File: config.mk
export PLATFORM = sky130hd
export DESIGN_NAME = tclb_ctrl
export DESIGN_NICKNAME = d
export VERILOG_FILES = /design/src/hw/rtl/tclb_pkg.sv /design/src/hw/rtl/tclb_ctrl.sv
export SDC_FILE = /design/constraint.sdc
export NUM_CORES = 1
export LEC_CHECK = 0
export ABC_AREA = 1
export ABC_CLOCK_PERIOD_IN_PS = 2000
export BUFFER_PORTS_ARGS = -buffer_cell sky130_fd_sc_hd__buf_2
export CAP_MARGIN = 20
export CORE_MARGIN = 8
export CORE_UTILIZATION = 39
export CTS_BUF_LIST = sky130_fd_sc_hd__clkbuf_8 sky130_fd_sc_hd__clkbuf_16
export DETAILED_ROUTE_END_ITERATION = 10
export GPL_TIMING_DRIVEN = 0
export PLACE_DENSITY = 0.74
export SETUP_SLACK_MARGIN = 0.4
export SYNTH_ARGS = -nofsm -noshare
export SYNTH_HDL_FRONTEND = slang
export SYNTH_SLANG_ARGS = --single-unit
File: constraint.sdc
create_clock -name clk -period 2 [get_ports clk]
set_clock_uncertainty 0.1 [all_clocks]
set_input_delay 0.4 -clock clk [delete_from_list [all_inputs] [get_ports clk]]
set_output_delay 0.4 -clock clk [all_outputs]
set_load 0.05 [all_outputs]
File: src/hw/rtl/tclb_pkg.sv
package tclb_pkg;

  localparam logic [1:0] CMD_PUT   = 2'd0;
  localparam logic [1:0] CMD_CLEAR = 2'd1;
  localparam logic [1:0] CMD_READ  = 2'd2;

  localparam logic [7:0] CH_NEWLINE   = 8'd10;
  localparam logic [7:0] CH_BACKSPACE = 8'd8;
  localparam logic [7:0] CH_NUL       = 8'd0;

  typedef struct packed {
    logic [1:0] cmd;
    logic [7:0] char_code;
    logic [4:0] read_row;
    logic [6:0] read_col;
  } in_item_t;

  typedef struct packed {
    logic [7:0] cell_data;
    logic [5:0] line_count;
    logic [6:0] cursor_col;
  } out_item_t;

  typedef enum logic [3:0] {
    OP_NONE,
    OP_LOAD,
    OP_SWEEP_ALL,
    OP_SWEEP_ROW,
    OP_SWEEP_COL0,
    OP_NEWLINE,
    OP_BACKSPACE,
    OP_WRITE_CHAR,
    OP_WRITE_TERM,
    OP_CLEAR_REGS,
    OP_READ,
    OP_RESULT
  } dp_op_t;

  typedef struct packed {
    logic [1:0] cmd;
    logic       is_newline;
    logic       is_backspace;
    logic       need_scroll;
    logic       need_wrap;
    logic       row_last;
    logic       col_last;
    logic       out_free;
  } dp_status_t;

endpackage

File: src/hw/rtl/tclb_ctrl.sv
module tclb_ctrl (
  input  logic                clk,
  input  logic                rst_n,
  input  logic                in_valid,
  output logic                in_ready,
  input  tclb_pkg::dp_status_t status,
  output tclb_pkg::dp_op_t    op
);
  import tclb_pkg::*;

  typedef enum logic [3:0] {
    ST_INIT,
    ST_IDLE,
    ST_EXEC,
    ST_SCROLL,
    ST_SCROLL_W,
    ST_WR_CHAR,
    ST_WR_TERM,
    ST_CLR,
    ST_DONE
  } state_t;

  state_t state_r, state_nxt;

  assign in_ready = (state_r == ST_IDLE);

  always_comb begin
    state_nxt = state_r;
    op        = OP_NONE;
    case (state_r)
      ST_INIT: begin
        op = OP_SWEEP_ALL;
        if (status.row_last && status.col_last) begin
          state_nxt = ST_IDLE;
        end
      end
      ST_IDLE: begin
        if (in_valid) begin
          op        = OP_LOAD;
          state_nxt = ST_EXEC;
        end
      end
      ST_EXEC: begin
        case (status.cmd)
          CMD_PUT: begin
            if (status.is_newline) begin
              op        = OP_NEWLINE;
              state_nxt = status.need_scroll ? ST_SCROLL : ST_DONE;
            end else if (status.is_backspace) begin
              op        = OP_BACKSPACE;
              state_nxt = ST_DONE;
            end else if (status.need_wrap) begin
              op        = OP_NEWLINE;
              state_nxt = status.need_scroll ? ST_SCROLL_W : ST_WR_CHAR;
            end else begin
              op        = OP_WRITE_CHAR;
              state_nxt = ST_WR_TERM;
            end
          end
          CMD_CLEAR: begin
            op        = OP_CLEAR_REGS;
            state_nxt = ST_CLR;
          end
          CMD_READ: begin
            op        = OP_READ;
            state_nxt = ST_DONE;
          end
          default: begin
            state_nxt = ST_DONE;
          end
        endcase
      end
      ST_SCROLL: begin
        op = OP_SWEEP_ROW;
        if (status.col_last) begin
          state_nxt = ST_DONE;
        end
      end
      ST_SCROLL_W: begin
        op = OP_SWEEP_ROW;
        if (status.col_last) begin
          state_nxt = ST_WR_CHAR;
        end
      end
      ST_WR_CHAR: begin
        op        = OP_WRITE_CHAR;
        state_nxt = ST_WR_TERM;
      end
      ST_WR_TERM: begin
        op        = OP_WRITE_TERM;
        state_nxt = ST_DONE;
      end
      ST_CLR: begin
        op = OP_SWEEP_COL0;
        if (status.row_last) begin
          state_nxt = ST_DONE;
        end
      end
      ST_DONE: begin
        if (status.out_free) begin
          op        = OP_RESULT;
          state_nxt = ST_IDLE;
        end
      end
      default: begin
        state_nxt = ST_IDLE;
      end
    endcase
  end

  always_ff @(posedge clk) begin
    if (!rst_n) begin
      state_r <= ST_INIT;
    end else begin
      state_r <= state_nxt;
    end
  end

endmodule

-- Yosys cells after proc, flatten, opt, wreduce, memory -nomap -nowiden
Cells that the tools add are included.
- register bits: 4
- bits in latches: 0
- RAM bits: 0
- memory bits (read-only): 0
- bits of input ports: 12
- output and inout port bits: 5
- logic and storage cells: 42
- memories: 0
- add/sub/neg operators: 0
- $mul: 0
- div/mod/pow operators: 0
- magnitude comparators: 0
- eq/ne operators: 16
- shift-type cells: 0
- muxes and demuxes: 20
- bitwise gates (word level): 0
- reduce and logical (&&, ||, !) cells: 5
- operators with widths (operator ; count):
    $mux 4 ; 10
    $pmux 4 s9 ; 1
    $pmux 4 s8 ; 1
    $eq 4x3->1 const B ; 4
    $ne 2x2->1 const B ; 6
    $pmux 4 s3 ; 1
    $eq 4x2->1 const B ; 2
    $mux 2 ; 4
    $pmux 4 s2 ; 1
    $reduce_and 6->1 ; 1
    $eq 4x1->1 const B ; 1
    $eq 4x4->1 const B ; 1
    $logic_not 4->1 ; 1
    $eq 2x1->1 const B ; 1
    $eq 2x2->1 const B ; 1
    $logic_not 2->1 ; 1
    $mux 1 ; 2
    $reduce_or 2->1 ; 1
    $logic_and 1x1->1 ; 1

-- Depth between registers and ports, before layout
Gate-level depths: netlist of the first run.
- depth after elaboration: 6
- depth in mapped cells: 10
- mapped depth without buffers: 10

-- Worst setup path after synthesis of the first run
No wires, ideal clock.
- path type: flip-flop to output port
- start: register state_r[2]
- end: output port op[2]
- arrival time: 1756 ps
- required time: 1500 ps
- path slack: -256 ps
- stages on the path, launching flop included: 5
- path buffers: 0
- cells stage by stage: dfxtp_1 inv_1 nor2_4 inv_1 o21ai_0
- longest elaborated chain between the ends: 3
- elaborated cells on any way between the ends: 11
- those cells by class: eq/ne (8); mux (1); reduce/logical (2)
- ends and longest elaborated chain (item ; line ; text):
    from (decl) ; tclb_ctrl.sv:23 ; state_t state_r, state_nxt;
    from (signal assigned) ; tclb_ctrl.sv:115 ; state_r <= state_nxt;
    $eq 4x3->1 / $eq 4x2->1 (equally long branches) ; tclb_ctrl.sv:30 ; case (state_r)
    $reduce_or 2->1 (no source line) ; -- ;
    $pmux 4 s8 * ; tclb_ctrl.sv:30 ;
    to (decl) ; tclb_ctrl.sv:7 ; output tclb_pkg::dp_op_t op
Mark *: on every way between the ends. The rest lies on a longest branch, timed or not.

-- Final worst setup path of the first run
- start: register state_r[1]
- end: output port op[0]
The elaborated chain is that of the path after synthesis.

==> impl_metrics.yaml, run 1 <==
clocking:
  h-tree-depth: 1
  clk_pin_slew_ns: 0.03
  cts-buffers-inserted: 3
  clock_latency_ns: 0.21
  cts.sinks: 4
  cts_hold_buffers: 0
  cts-root-buf: "clkbuf_8"
  cts.path.max_buffers: 2
  cts_tree: "done"
timing:
  tns_ns: 0
  setup_viol: 0
  fmax_mhz: 531
  rsz0062_at_grt: "yes"
  hold_viol: 0
  tightest_slew_ns: 0.260
  slew_headroom: 0.826
  post-route-min-period_ns: 1.88
  report.final.slew_viol_count: 0
  timing.final.crit_share: 0.942
routing:
  firstDrtPassIters: 4
  detail_route.wirelength_um: 1620
  drt_iter0_drc: 12
  vias_per_cell: 4.85
  drt-wirelength-per-cell_um: 10.9
  route.detailed.drc: 0
  vias: 718
  ant_nets: 0
worst_setup_path:
  cp.arrival_ns: 1.38
  cp_top_family: "buffers and inverters"
  cp_cell_sequence: "buf_4, nor2_4, nand2_1, nand2_1, inv_1, o211ai_1, buf_4"
  r2r_start: "state_r[1]"
  critPathSlowestCell: "dfxtp_4"
  path_class: "flip-flop to primary output"
  crit_fanout: 6
  endpoint_kind: "primary output"
  crit_end: "op[0]"
  max_stage_delay_ns: 0.36
  start_kind: "flip-flop"
  r2r_cells: 9
  worstPathRequired_ns: 1.50
  r2r_end: "state_r[0]"
  r2r_slack_ns: 0.58
  cp.depth: 7
  cp_num_buf_inv: 3
  cp-startpoint: "state_r[1]"
worst_hold_path:
  min_delay_path_depth: 3
  hold_path.class: "input port to flip-flop"
cells_and_area:
  largest_reg_flops: 4
  regMostFlops: "state_r"
  fin_nets: 149
  drive_gt1_frac: 0.424
  reg_top3: "state_r (4)"
  design_area_um2: 896
  syn2layout_area_growth_pct: 53.3
  diodes: 0
placement:
  gp_congestion: 0.770
  hpwl_um: 1230
  port_buffers: 16
  dpl_cell_area_um2: 712
power:
  power_density_nw_per_um2: 1310
  vdd_drop_max_mv: 0.751
  leakagePower_nw: 0.468
global_routing:
  grt.overflow.total: 0
  grt_max_degree: 8
  grt_usage: 0.111
  first_global_vias: 654
  antenna_found_initial: 0
  grt_pass1_wl_um: 2530
synthesis:
  synth_area_per_cell_um2: 5.73
  ys_seq_area_frac: 0.137
  synth_area_um2: 584
  yosysMostFrequentCell: "nand2_1"
  synth.area.top_cells: "nand2_1 (20%), dfxtp_1 (14%), inv_1 (12%), nor2_4 (7.7%), nand3_1 (6.9%)"
  synthFlopType: "dfxtp_1"
  synthTopCellsByCount: "nand2_1 (31), inv_1 (19), nand3_1 (8)"
  async_flop_share: 0
  syn-num-nets: 117
  yosys.area.top_type: "nand2_1"
  synth_cell_types: 19
  synth_seq_cells: 4
  synth_edf_count: 0
  postSynthCellCount: 102
  yosysTopAreaCellShare: 0.199
  ys_warn_count: 0
floorplan:
  rows: 14
  fp.dieW_um: 54.7
  fp.dieH_um: 54.7
  core-area_um2: 1450
  ios: 17
  die_area_um2: 2990
  initial_utilization: 0.402
job:
  cap_violations: 0
run_status:
  status: "finished, final reports clean"
[worst min-delay path by stage]
stage | startpoint | endpoint | slack (ns)
floorplan | state_r[2] | state_r[2] | 0.37
global placement | state_r[2] | state_r[2] | 0.39
detailed placement | state_r[2] | state_r[2] | 0.41
CTS | rst_n | state_r[0] | 0.34
global route | rst_n | state_r[0] | 0.36
finish | rst_n | state_r[0] | 0.34
[layout make-up]
type,count,area [um2]
Multi-Input combinational cell,78,470
Clock buffer,3,41.3
Timing Repair Buffer,27,194
Sequential cell,4,92.6
Tap cell,16,20.0
Inverter,20,77.6
Fill cell,144,558
[power breakdown]
group          internal, mW  switching, mW  total [mW]  leakage, nW
combinational         0.365          0.489       0.854        0.411
sequential            0.112         0.0436       0.156       0.0352
clock                 0.128         0.0364       0.164       0.0216
[routing by layer]
metal | GRT usage | vias to the layer above | part of all wire
li1 | - | 391 | -
met1 | 0.128 | 319 | 0.43
met2 | 0.192 | 8 | 0.54
met3 | 0.0163 | 0 | 0.025
met4 | 0.0574 | 0 | 0
met5 | 0 | - | 0
[cell families (layout without fill, tap and decap cells)]
logic type / count (synthesis) / in the layout / synth area share
AND/OR/NAND/NOR: 56 / 56 / 0.484
AO/OA/AOI/OAI: 19 / 19 / 0.186
adder cells (fa/ha/maj): 3 / 3 / 0.0642
buffers and inverters: 20 / 50 / 0.128
flip-flops: 4 / 4 / 0.137
[stage by stage]
step                      setup WS, ns  instances  utilization  total power, mW  hold WS, ns
final                            0.116        148        0.616             1.17        0.337
after global routing            0.0205        148        0.616             1.26        0.356
after CTS                       0.0848        140        0.565             1.05        0.336
after detailed placement        0.0254        134        0.490            0.771        0.410
after global placement          0.0554        134        0.490            0.762        0.390
after floorplan                 0.0982        102            -            0.647        0.375
[layout by cell type, fill, tap and decap left out, types with 2 or more instances in the layout]
master,n
nor2_1,4
nand3_1,7
buf_4,13
buf_8,2
dfxtp_4,3
inv_1,14
inv_2,5
nor2_4,6
nand4_1,2
buf_2,11
nand3_2,3
a21oi_1,7
clkbuf_8,3
o211ai_1,3
nand2_2,2
o21ai_1,2
ha_1,2
nand2_1,29
o21ai_0,4
[repair_timing]
item	4_1_cts	5_1_grt
pin swaps	3	8
resized for setup	17	5
endpoints found under the hold margin	0	0
setup buffers	3	8
setup endpoints to repair	5	5
[worst reg2reg max path, stage by stage, from the launching register on]
cell	delay (ns)
dfxtp_4	0.36
buf_4	0.14
nand2_1	0.08
inv_1	0.07
nand3b_1	0.12
nand3_2	0.10
nor2_4	0.16
nand2_1	0.07
nor2_1	0.08
nor2_1	0.05
(Power assumes the default switching activity.)
==> run 2, diff against run 1 <==
--- a/config.mk
+++ b/config.mk
@@ -5,8 +5,7 @@
 export SDC_FILE = /design/constraint.sdc
 export NUM_CORES = 1
 export LEC_CHECK = 0
-export ABC_AREA = 1
-export ABC_CLOCK_PERIOD_IN_PS = 2000
+export ABC_CLOCK_PERIOD_IN_PS = 1870
 export BUFFER_PORTS_ARGS = -buffer_cell sky130_fd_sc_hd__buf_2
 export CAP_MARGIN = 20
 export CORE_MARGIN = 8
@@ -14,7 +13,7 @@
 export CTS_BUF_LIST = sky130_fd_sc_hd__clkbuf_8 sky130_fd_sc_hd__clkbuf_16
 export DETAILED_ROUTE_END_ITERATION = 10
 export GPL_TIMING_DRIVEN = 0
-export PLACE_DENSITY = 0.74
+export PLACE_DENSITY = 0.73
 export SETUP_SLACK_MARGIN = 0.4
 export SYNTH_ARGS = -nofsm -noshare
 export SYNTH_HDL_FRONTEND = slang
==> constraint.sdc (replaced) <==
create_clock -name clk -period 1.87 [get_ports clk]
set_clock_uncertainty 0.1 [all_clocks]
set_input_delay 0.374 -clock clk [delete_from_list [all_inputs] [get_ports clk]]
set_output_delay 0.374 -clock clk [all_outputs]
set_load 0.05 [all_outputs]
==> run 2 against run 1 <==
The flow now finishes with violations (setup timing). Clock power rose by 18%. Non-clock buffer count increased by 9. Worst setup slack worse by 0.18 ns. Register-to-register slack got worse by 0.52 ns. Sequential power is 19% lower. Combinational power down 41%. Utilization grew 17 points. Critical path depth up 1.
==> impl_metrics.yaml, run 2 <==
routing:
  m1WireLength_um: 1180
  drt_iter0_drc: 25
  ant_nets: 0
  vias: 813
  firstDrtPassIters: 4
  detail_route.wirelength_um: 2840
  top_layer_used: "met4"
  drt-wirelength-per-cell_um: 21.2
  routed-wl-met2_um: 1430
  route.detailed.drc: 0
  vias_per_cell: 6.07
  dr_wl_met3_um: 143
synthesis:
  yosysMostFrequentCell: "nand2_1"
  yosys.area.top_type: "dfxtp_1"
  synthTopCellsByCount: "nand2_1 (9), nor2_1 (8), a21oi_1 (5)"
  synth_edf_count: 0
  synth_area_per_cell_um2: 7.49
  synth_area_um2: 622
  yosysTopAreaCellShare: 0.129
  synth.area.top_cells: "dfxtp_1 (13%), ha_1 (6.0%), nand2_1 (5.4%), nor2_1 (4.8%), a21oi_1 (4.0%)"
  synth_seq_cells: 4
  postSynthCellCount: 83
  synth_cell_types: 39
  async_flop_share: 0
  synthFlopType: "dfxtp_1"
  syn-num-nets: 98
  ys_warn_count: 0
  ys_seq_area_frac: 0.129
cells_and_area:
  n_fill_cell: 97
  largest_reg_flops: 4
  regArea_um2: 95.1
  regMostFlops: "state_r"
  diodes: 0
  fin_nets: 135
  reg_top3: "state_r (4)"
  post-route-util: 0.788
  drive_gt1_frac: 0.636
  syn2layout_area_growth_pct: 90.9
  final_common_cell: "buf_4"
  multi_input_area_um2: 652
  layout_common_cells: "buf_4 (14), buf_2 (9), nand2_1 (8)"
floorplan:
  initial_utilization: 0.413
  rows: 14
  ios: 17
  fp.dieH_um: 55.9
  fp.dieW_um: 55.9
  core-area_um2: 1510
  die_area_um2: 3130
timing:
  tightest_slew_ns: 0.441
  setup_viol: 3
  hold_viol: 0
  report.final.slew_viol_count: 0
  timing.final.crit_share: 1.04
  slew_headroom: 0.705
  post-route-min-period_ns: 1.94
  setup_ws_ns: -0.0667
  rsz0062_at_grt: "yes"
  fmax_mhz: 516
clocking:
  clk_pin_slew_ns: 0.03
  clock_latency_ns: 0.23
  cts_hold_buffers: 0
  cts-root-buf: "clkbuf_8"
  cts.sinks: 4
  cts.path.max_buffers: 2
  cts-buffers-inserted: 3
  h-tree-depth: 1
  cts_tree: "done"
worst_setup_path:
  crit_fanout: 3
  cp_num_buf_inv: 4
  endpoint_kind: "primary output"
  worstPathRequired_ns: 1.40
  max_stage_delay_ns: 0.25
  r2r_slack_ns: 0.06
  cp_cell_sequence: "buf_12, inv_16, ha_4, inv_4, o311ai_4, a21oi_2, o31ai_4, buf_6"
  cp_top_family: "compound AO/OA/AOI/OAI gates"
  start_kind: "input port"
  path_class: "input port to primary output"
  cp.arrival_ns: 1.46
  critPathSlowestCell: "o311ai_4"
global_routing:
  grt.overflow.total: 0
  first_global_vias: 806
  grt_pass1_wl_um: 3910
  grt_max_degree: 11
  antenna_found_initial: 0
  grt_usage: 0.148
power:
  p_clk_frac: 0.236
  leakagePower_nw: 0.470
  comb_power_share: 0.610
  p_total_uw: 822
  power_density_nw_per_um2: 692
  p_int_uw: 470
  power_switching_uw: 352
  pwr-share-seq: 0.154
  vdd_drop_max_mv: 0.510
  p_sw_frac: 0.428
job:
  cap_violations: 0
placement:
  port_buffers: 16
  hpwl_um: 1310
  gp_congestion: 0.804
run_status:
  status: "finished with violations"
  violations: "setup timing"
worst_hold_path:
  hold_path.class: "input port to flip-flop"
[run 2: power by group through the flow]
stage | Combinational (mW) | Sequential (mW) | Clock [mW]
finish | 0.501 | 0.126 | 0.194
global route | 0.522 | 0.129 | 0.201
CTS | 0.460 | 0.121 | 0.183
detailed placement | 0.336 | 0.112 | 0
global placement | 0.331 | 0.113 | 0
floorplan | 0.268 | 0.108 | 0
[run 2: final cells by class]
| cell class | instances | area share |
|---|---|---|
| multi-input cells | 70 | 0.549 |
| flip-flops and latches | 4 | 0.0801 |
| well taps | 16 | 0.0169 |
| clock buffers | 3 | 0.0348 |
| repair buffers | 32 | 0.236 |
| plain buffers | 4 | 0.0411 |
| inverters | 5 | 0.0421 |
[run 2: final timing paths]
check / end / from / cells after the start
min reg2reg: state_r[3] / state_r[3] / 2
max: op[0] / status[8] / 8
min: state_r[1] / rst_n / 3
max reg2reg: state_r[3] / state_r[2] / 7
[run 2: what timing repair did]
item,CTS,global route
pin swaps,12,8
buffers inserted,15,1
cloned,0,0
resized for setup,53,8
setup endpoints to repair,9,9
[run 2: cells by family after synthesis]
| family | Yosys count | synth area share |
|---|---|---|
| fa+ha+maj | 3 | 0.0604 |
| flops | 4 | 0.129 |
| simple gates | 42 | 0.402 |
| compound gates | 23 | 0.288 |
| mux | 2 | 0.0402 |
| buf+inv | 9 | 0.0805 |
[run 2: worst min-delay path, stage by stage]
cell	delay (ns)
buf_2	0.11
nand2_2	0.06
o41ai_2	0.04
[run 2: per-stage QoR]
stage | std cells | hold WS, ns | setup TNS [ns] | worst slack (ns) | area, um2
after floorplan | 83 | 0.383 | -0.111 | -0.111 | 698
after global placement | 115 | 0.501 | -0.953 | -0.393 | 798
after detailed placement | 115 | 0.509 | -1.04 | -0.401 | 798
after CTS | 133 | 0.301 | -0.0915 | -0.0459 | 1140
after global routing | 134 | 0.302 | -0.277 | -0.0983 | 1190
final | 134 | 0.298 | -0.167 | -0.0667 | 1190
[run 2: routing by layer]
layer  track usage  vias up
li1              -      379
met1         0.182      381
met2         0.247       41
met3        0.0274       12
met4        0.0515        0
met5             0        -
==> run 3, diff against run 2 <==
--- a/config.mk
+++ b/config.mk
@@ -8,12 +8,15 @@
 export ABC_CLOCK_PERIOD_IN_PS = 1870
 export BUFFER_PORTS_ARGS = -buffer_cell sky130_fd_sc_hd__buf_2
 export CAP_MARGIN = 20
+export CELL_PAD_IN_SITES_DETAIL_PLACEMENT = 1
+export CELL_PAD_IN_SITES_GLOBAL_PLACEMENT = 1
+export CORE_ASPECT_RATIO = 1.25
 export CORE_MARGIN = 8
-export CORE_UTILIZATION = 39
+export CORE_UTILIZATION = 36
 export CTS_BUF_LIST = sky130_fd_sc_hd__clkbuf_8 sky130_fd_sc_hd__clkbuf_16
 export DETAILED_ROUTE_END_ITERATION = 10
 export GPL_TIMING_DRIVEN = 0
-export PLACE_DENSITY = 0.73
+export PLACE_DENSITY = 0.88
 export SETUP_SLACK_MARGIN = 0.4
 export SYNTH_ARGS = -nofsm -noshare
 export SYNTH_HDL_FRONTEND = slang
==> run 3 against run 2 <==
The flow still finishes with violations (setup timing). Sequential cell count is the same. Wire length grew 22%. Worst hold slack gained 0.013 ns. Power grew 1.3%. Worst setup slack lost 0.067 ns. Maximum frequency shrank 3.4%. Clock power is essentially flat. Critical endpoint is now op[1].
==> impl_metrics.yaml, run 3 (same netlist as run 2, synthesis figures left out) <==
run_status:
  status: "finished with violations"
  violations: "setup timing"
power:
  vdd_drop_max_mv: 0.390
  power_density_nw_per_um2: 713
  p_total_uw: 832
  leakagePower_nw: 0.462
clocking:
  cts-buffers-inserted: 3
  cts_hold_buffers: 0
  cts.path.max_buffers: 2
  cts-root-buf: "clkbuf_8"
  clock_latency_ns: 0.23
  cts_tree: "done"
  clk_pin_slew_ns: 0.03
  h-tree-depth: 1
  cts.sinks: 4
timing:
  slew_headroom: 0.789
  fmax_mhz: 499
  rsz0062_at_grt: "yes"
  setup_ws_ns: -0.134
  tightest_slew_ns: 0.314
  report.final.slew_viol_count: 0
  timing.final.crit_share: 1.07
  hold_viol: 0
  post-route-min-period_ns: 2.00
  setup_viol: 4
floorplan:
  initial_utilization: 0.365
  die_area_um2: 3320
  ios: 17
  rows: 17
  fp.dieW_um: 53.2
  core-area_um2: 1700
  fp.dieH_um: 62.5
worst_setup_path:
  cp_top_family: "simple AND/OR/NAND/NOR gates"
  crit_fanout: 5
  start_kind: "input port"
  path_class: "input port to primary output"
  cp_num_buf_inv: 3
  cp_cell_sequence: "buf_12, inv_8, ha_2, nand3_1, a221oi_2, or3_4, buf_8"
  endpoint_kind: "primary output"
  max_stage_delay_ns: 0.30
  cp.arrival_ns: 1.53
  critPathSlowestCell: "a221oi_2"
  worstPathRequired_ns: 1.40
  r2r_slack_ns: 0.16
routing:
  vias_per_cell: 6.31
  route.detailed.drc: 0
  drt-wirelength-per-cell_um: 25.2
  ant_nets: 0
  drt_iter0_drc: 41
  vias: 864
  detail_route.wirelength_um: 3450
  firstDrtPassIters: 4
cells_and_area:
  reg_top3: "state_r (4)"
  regMostFlops: "state_r"
  layout_common_cells: "buf_4 (14), buf_2 (9), buf_6 (8), nand2_1 (8), nor2_1 (6)"
  fin_nets: 135
  n_fill_cell: 183
  post-route-util: 0.686
  layout.cells.non_filler: 137
  drive_gt1_frac: 0.619
  syn2layout_area_growth_pct: 87.7
  diodes: 0
  largest_reg_flops: 4
  final_common_cell: "buf_4"
global_routing:
  grt_usage: 0.163
  antenna_found_initial: 0
  grt_max_degree: 11
  first_global_vias: 839
  grt.overflow.total: 0
  grt_pass1_wl_um: 4150
placement:
  dp_cells: 118
  port_buffers: 16
  hpwl_um: 1650
  gp_congestion: 0.843
  dp_slack_ns: -0.404
job:
  cap_violations: 0
worst_hold_path:
  hold_path.class: "input port to flip-flop"
run 3: timing repair:
| action | 4_1_cts | 5_1_grt |
|---|---|---|
| pin swaps | 8 | 11 |
| endpoints found under the setup margin | 9 | 9 |
| buffers inserted | 7 | 8 |
| gates cloned | 0 | 1 |
| gates resized for setup | 42 | 16 |
run 3: through the flow:
stage	TNS (ns)	instance area, um2	hold WS, ns
2_1_floorplan	-0.111	698	0.383
3_3_place_gp	-0.974	802	0.496
3_5_place_dp	-1.02	802	0.526
4_1_cts	-0.125	1050	0.313
5_1_grt	-0.516	1170	0.309
6_report	-0.315	1170	0.312
run 3: final timing paths:
kind | start | endpoint | cells past startpoint
worst max-delay path | status[7] | op[1] | 7
worst min register to register | state_r[3] | state_r[3] | 2
worst max register to register | state_r[2] | state_r[2] | 5
worst min-delay path | rst_n | state_r[1] | 3
run 3: area by class of cell:
type | instances | area (um2) | area share
Clock buffer | 3 | 41.3 | 0.0354
Timing Repair Buffer | 32 | 277 | 0.237
Multi-Input combinational cell | 70 | 629 | 0.539
Tap cell | 19 | 23.8 | 0.0204
Buffer | 4 | 48.8 | 0.0418
Inverter | 5 | 52.6 | 0.0450
Sequential cell | 4 | 95.1 | 0.0815
run 3: worst register-to-register path, stage by stage (launching register included):
cell      delay, ns
dfxtp_4        0.36
buf_4          0.14
mux2_4         0.30
nor4b_4        0.31
nand3b_4       0.24
mux2i_1        0.19
run 3: power by group:
part	switching, mW	internal, mW	total, mW
Combinational	0.280	0.230	0.510
Sequential	0.0288	0.0971	0.126
Clock	0.0579	0.138	0.196
Total	0.367	0.465	0.832
run 3: layer usage:
| metal | track usage | vias to the layer above | share of wire |
|---|---|---|---|
| met5 | 0 | - | 0 |
| met4 | 0.0570 | 0 | 0.048 |
| met3 | 0.0429 | 16 | 0.061 |
| met2 | 0.296 | 47 | 0.53 |
| met1 | 0.167 | 418 | 0.36 |
| li1 | - | 383 | - |
